## config.mk

```make
export PLATFORM = sky130hd
export DESIGN_NAME = mpe_ctrl
export DESIGN_NICKNAME = d
export VERILOG_FILES = /design/src/rtl/core/mpe_pkg.sv /design/src/rtl/core/mpe_ctrl.sv
export SDC_FILE = /design/constraint.sdc
export NUM_CORES = 1
export LEC_CHECK = 0
export BUFFER_PORTS_ARGS = -buffer_cell sky130_fd_sc_hd__buf_2
export CAP_MARGIN = 20
export CORE_AREA = 2 2 39 41
export CTS_CLUSTER_DIAMETER = 200
export DETAILED_ROUTE_END_ITERATION = 8
export DIE_AREA = 0 0 41 43
export MAX_ROUTING_LAYER = met4
export PLACE_DENSITY_LB_ADDON = 0.08
export SLEW_MARGIN = 10
export SYNTH_ARGS = -nofsm -noshare
export SYNTH_HDL_FRONTEND = slang
export SYNTH_SLANG_ARGS = --single-unit
```

## constraint.sdc

```tcl
create_clock -name clk_i -period 1.8 [get_ports clk_i]
set_clock_uncertainty 0.1 [all_clocks]
set_input_delay 0.09 -clock clk_i [delete_from_list [all_inputs] [get_ports clk_i]]
set_output_delay 0.09 -clock clk_i [all_outputs]
set_load 0.05 [all_outputs]
```

## src/rtl/core/mpe_pkg.sv

```systemverilog
package mpe_pkg;

  // Field and register widths
  localparam int unsigned FieldW   = 31;
  localparam int unsigned ProdW    = 64;
  localparam int unsigned DigitW   = 2;
  localparam int unsigned ReduceSteps = ProdW / DigitW;
  localparam int unsigned StepCntW = $clog2(ReduceSteps);

  // Register indexes on the configuration port
  localparam int unsigned CfgIdxW = 1;
  localparam logic [CfgIdxW-1:0] RegModulus   = 1'b0;
  localparam logic [CfgIdxW-1:0] RegEvalPoint = 1'b1;

  // Reset values
  localparam logic [FieldW-1:0] ModulusReset = 31'd998244353;

  // Controller to datapath commands
  typedef struct packed {
    logic load;    // take an input word, form both products
    logic step;    // one radix-4 reduction step
    logic commit;  // write back state, emit result on last
  } cmd_t;

  // Datapath to controller status
  typedef struct packed {
    logic last;      // current word ends the polynomial
    logic out_full;  // output register holds a word that is not taken this cycle
  } status_t;

endpackage

```

## src/rtl/core/mpe_ctrl.sv

```systemverilog
module mpe_ctrl (
  input  logic             clk_i,
  input  logic             rst_ni,
  input  logic             in_valid_i,
  output logic             in_stall_o,
  input  mpe_pkg::status_t status_i,
  output mpe_pkg::cmd_t    cmd_o
);

  localparam logic [1:0] StIdle   = 2'd0;
  localparam logic [1:0] StReduce = 2'd1;
  localparam logic [1:0] StCommit = 2'd2;

  logic [1:0]                     state_q, state_d;
  logic [mpe_pkg::StepCntW-1:0]   cnt_q, cnt_d;

  // Next state and commands
  always_comb begin
    state_d    = state_q;
    cnt_d      = cnt_q;
    cmd_o      = '0;
    in_stall_o = 1'b1;
    unique case (state_q)
      StIdle: begin
        in_stall_o = 1'b0;
        if (in_valid_i) begin
          cmd_o.load = 1'b1;
          cnt_d      = '0;
          state_d    = StReduce;
        end
      end
      StReduce: begin
        cmd_o.step = 1'b1;
        cnt_d      = cnt_q + 1'b1;
        if (cnt_q == mpe_pkg::StepCntW'(mpe_pkg::ReduceSteps - 1)) begin
          state_d = StCommit;
        end
      end
      StCommit: begin
        // on a last word, hold off while the previous result still waits
        if (!(status_i.last && status_i.out_full)) begin
          cmd_o.commit = 1'b1;
          state_d      = StIdle;
        end
      end
      default: begin
        state_d = StIdle;
      end
    endcase
  end

  always_ff @(posedge clk_i or negedge rst_ni) begin
    if (!rst_ni) begin
      state_q <= StIdle;
      cnt_q   <= '0;
    end else begin
      state_q <= state_d;
      cnt_q   <= cnt_d;
    end
  end

endmodule

```

Word-level counts from Yosys, hierarchy flattened
Cells that the tools add are included.
- mux-type cells: 12
- equality and inequality tests: 6
- reduce and logical (&&, ||, !) cells: 5
- $add $sub $neg: 1
- operator list (operator ; number):
    one-hot mux 5 bit (2 select lines) ; 1
    2-to-1 mux 1 bit ; 6
    2-to-1 mux 2 bit ; 3
    inequality test 2 bit, second input constant ; 3
    one-hot mux 2 bit (3 select lines) ; 1
    adder 5 x 1 -> 5 bit, second input constant ; 1
    equality test 5 bit, second input constant ; 1
    2-to-1 mux 5 bit ; 1
    AND reduction 3 bit ; 1
    equality test 2 x 1 -> 1 bit, second input constant ; 1
    equality test 2 bit, second input constant ; 1
    zero test 2 bit ; 1
    AND reduction 2 bit ; 1
    nonzero test 2 bit ; 1
    logical AND 1 bit ; 1
- input bits: 5
- register bits: 7

Depth between registers and ports, before layout
- depth after elaboration: 3
- depth in mapped cells: 6

Worst setup path after synthesis
OpenSTA, ideal clock, no wires.
- kind: register to output
- from: reg state_q[0]
- to: out cmd_o[2] in the netlist's numbering
- data arrival time: 1.605 ns
- slack: 0.005 ns
- cell stages (with the launch flop): 3
- required time: 1.610 ns
- path buffers: 0
- path through: dfrtp_1 or2_1 nor2_1
- RTL lines (item ; RTL line ; source):
    start, declared ; mpe_ctrl.sv:14 ; logic [1:0] state_q, state_d;
    start signal, assigned ; mpe_ctrl.sv:54 ; state_q <= StIdle;
    start signal, assigned ; mpe_ctrl.sv:57 ; state_q <= state_d;
    end, declared ; mpe_ctrl.sv:7 ; output mpe_pkg::cmd_t cmd_o

==> results by group <==
Outcome
  – Run status: finished, final reports clean

Synthesis
  – Synth unique cells: 19
  – Compound-cell area share of the yosys netlist: 18.86%
  – Mapped cell area: ~370 um^2
  – Register area share after synthesis: between 40% and 50%
  – Syn nets: between 40 and 50
  – Mux cell area share after synthesis: under 10%
  – Count of state elements after synthesis: 7
  – Largest family of logic cells by synthesized area: compound AO/OA/AOI/OAI gates
  – Synth Area in Simple Gates: 16.84%
  – Post-Syn Instances: 35
  – Avg Inst Size Synth: 10.62 um^2
  – Yosys warns: 0
  – Xor/xnor cell area share of the yosys netlist: 0%
  – Adder-cell share of the synthesized area: ~6.7%

Final layout
  – Area grow syn2layout: 29.29%
  – Most frequent cells in the layout: buf_2, dfrtp_1
  – Post-layout nets: 57
  – Share of post-route cells with drive strength above 1: between 30% and 40%
  – Post-route core utilization: a little over a third
  – Most common cell after layout, fill and taps aside: buf_2
  – Cell Count, Final, Fillers Out: between 60 and 70
  – Diode count: 0

Clocking
  – # clock sinks: 7
  – Total CTS buffers: 3
  – CTS Root Cell: clkbuf_4
  – Clock Latency Late Sink: 250 ps
  – CTS max path bufs: 2
  – Reg clk slew, reported paths: 50 ps
  – H-tree Lvls: 1
  – Post-CTS sizing: 0
  – CTS tree: built

Pwr
  – Total power: between 700 and 800 uW
  – Sw frac: 39.80%
  – P_leak: about 0.23 nW
  – Maximum VDD drop: 0.0005306 V
  – Combinational power share: between 40% and 50%
  – Sequential power share: 38.6%
  – Pwr per Cell Area: 1598 mW/mm^2
  – Design internal power: about 460 uW
  – Psw: 305.6 uW
  – Clock share of power: a little under a fifth

Place
  – I/O Buffers: 8
  – Final GP Congestion: between 0.6 and 0.7
  – DP HPWL: roughly 540 um
  – Placed Cells: 58

STA
  – Final-report setup violation count: 0
  – Final hold vios: 0
  – Slew HR: between 80% and 90%
  – Period utilization: 84.03%
  – Fin Setup TNS: 0 ps
  – FMAX: around 0.66 GHz
  – Worst Tran Pin Value: about 250 ps
  – Tmin final: approximately 1500 ps
  – WHS: 42.38 ps
  – Pins over their slew limit: 0
  – RSZ-0062 raised after global routing: false

Routing
  – Vias: approximately 290
  – DRC Markers: 0
  – Highest routed metal layer: met4
  – DRT Wirelength: 716 um
  – ANT nets after route: 0
  – DR WL/cell: 11.02 um
  – WL met2: 308 um
  – Met1 Routed Length: ~370 um
  – First-pass iteration count of the detailed router: 3
  – Vias/cell: 4.415
  – Iter 0 DRT Violations: 3
  – WL met3: 31 um

Setup path
  – Worst reg2reg path startpoint: cnt_q[0]$_DFFE_PN0P_
  – Worst path arrival time: roughly 1300 ps
  – Critical Setup Path Class: reg -> out
  – Worst setup startpoint: state_q[0]$_DFFE_PN0P_
  – Crit path depth: 3
  – Worst setup path end: cmd_o[2]
  – CP top delay family: flip-flops
  – CP max stage cell: dfrtp_1
  – Reg2reg setup slack: 300 ps
  – R2R depth: 4
  – Startpoint class of the critical path: register
  – WP buf/inv: 1
  – Max stage delay on crit path: around 460 ps
  – Worst path cell trace: or2_1, nor2_1, buf_2
  – CP required: about 1600 ps
  – Reg2reg end: cnt_q[4]$_DFFE_PN0P_
  – Setup crit end kind: primary output
  – Crit Path Max Fanout: 7

Floorplan
  – FP Rows: 14
  – Die Width: approximately 41 um
  – Core Area: 0.001384 mm^2
  – IO Count: 9
  – Height of the chip: between 40 and 50 um
  – Starting Density: approximately 27%
  – Die area: 0.001763 mm^2

Min path
  – Hold WC Path Type: in -> reg

Flow run
  – Maxcap violations: 0

GRT
  – Initial antenna violation count: 0
  – GRT overflow: 0
  – Vias in the first global route: 303
  – Global-route wire length before repair: roughly 1300 um
  – Pin count of the biggest net entering global routing: 8
  – GRT Util Overall: between 10 and 15%
-- state kept, by name, summed over array words and instances, names as in the netlist --
| name | cells |
|---|---|
| cnt_q | 5 |
| state_q | 2 |
-- metrics by stage --
stage,setup WS [ps],instance area [um^2]
2_1_floorplan,5.071,371.6
3_3_place_gp,332.3,424.2
3_5_place_dp,290.6,424.2
4_1_cts,275.3,480.5
5_1_grt,165.6,480.5
6_report,287.5,480.5
-- cells by family after synthesis --
kind of cell,Yosys count
AND/OR/NAND/NOR,12
AO/OA/AOI/OAI,8
multiplexers,2
buffers and inverters,4
adder cells (fa/ha/maj),2
flip-flops,7
-- power groups by stage --
stage | registers (mW) | clock network [mW] | logic, mW
final | 0.297 | 0.140 | 0.331
after global routing | 0.307 | 0.156 | 0.377
after CTS | 0.295 | 0.148 | 0.338
after detailed placement | 0.298 | 0 | 0.331
after global placement | 0.301 | 0 | 0.320
after floorplan | 0.283 | 0 | 0.282
-- metal layers --
| metal | track usage, % | up-vias |
|---|---|---|
| met3 | 7.853 | 2 |
| met2 | 14.37 | 6 |
| li1 | - | 153 |
| met4 | 2.000 | 0 |
| met5 | - | - |
| met1 | 15.84 | 126 |
-- repair_timing --
action                    in CTS  in global routing
hold buffers                   3                  0
hold endpoints to repair       8                  0
setup buffers                  0                  0
-- area by class of cell --
type | instances | area (um^2)
clock buffer | 4 | 26.28
multi-input combinational | 24 | 177.7
timing repair buffer | 11 | 70.07
sequential | 7 | 175.2
inverter | 3 | 11.26
tap | 16 | 20.02
fill | 143 | 903.4
-- cells in the mapped netlist, drive strengths merged --
cell type	count	share of area (%)
o311ai	1	4.4
inv	3	3.0
o21bai	1	3.0
dfrtp	7	47
nor2	2	2.0
mux2i	2	5.4
buf	1	2.0
nand2	3	3.0
ha	2	6.7
a22o	3	7.1
a21oi	1	1.3
o22ai	1	1.7
o21ai	1	1.3
or2	1	1.7
nand3	2	2.7
nand2b	3	5.7
and3	1	1.7
-- worst register-to-register path: cells and delay by family, from the launching register on --
kind	cells	cell delay, ps
simple gates	1	180
compound gates	1	210
flops	1	400
fa+ha+maj	2	500
-- worst min path at each step --
stage	from	to	slack [ps]	cells past startpoint
finish	in_valid_i	state_q[0]$_DFFE_PN0P_	40	3
detailed placement	rst_ni	cnt_q[4]$_DFFE_PN0P_	-170	1
global placement	rst_ni	cnt_q[4]$_DFFE_PN0P_	-170	1
CTS	in_valid_i	state_q[0]$_DFFE_PN0P_	50	3
floorplan	rst_ni	cnt_q[0]$_DFFE_PN0P_	-310	0
global route	in_valid_i	state_q[0]$_DFFE_PN0P_	100	3
Note: power is estimated with default switching activity, not from simulation.
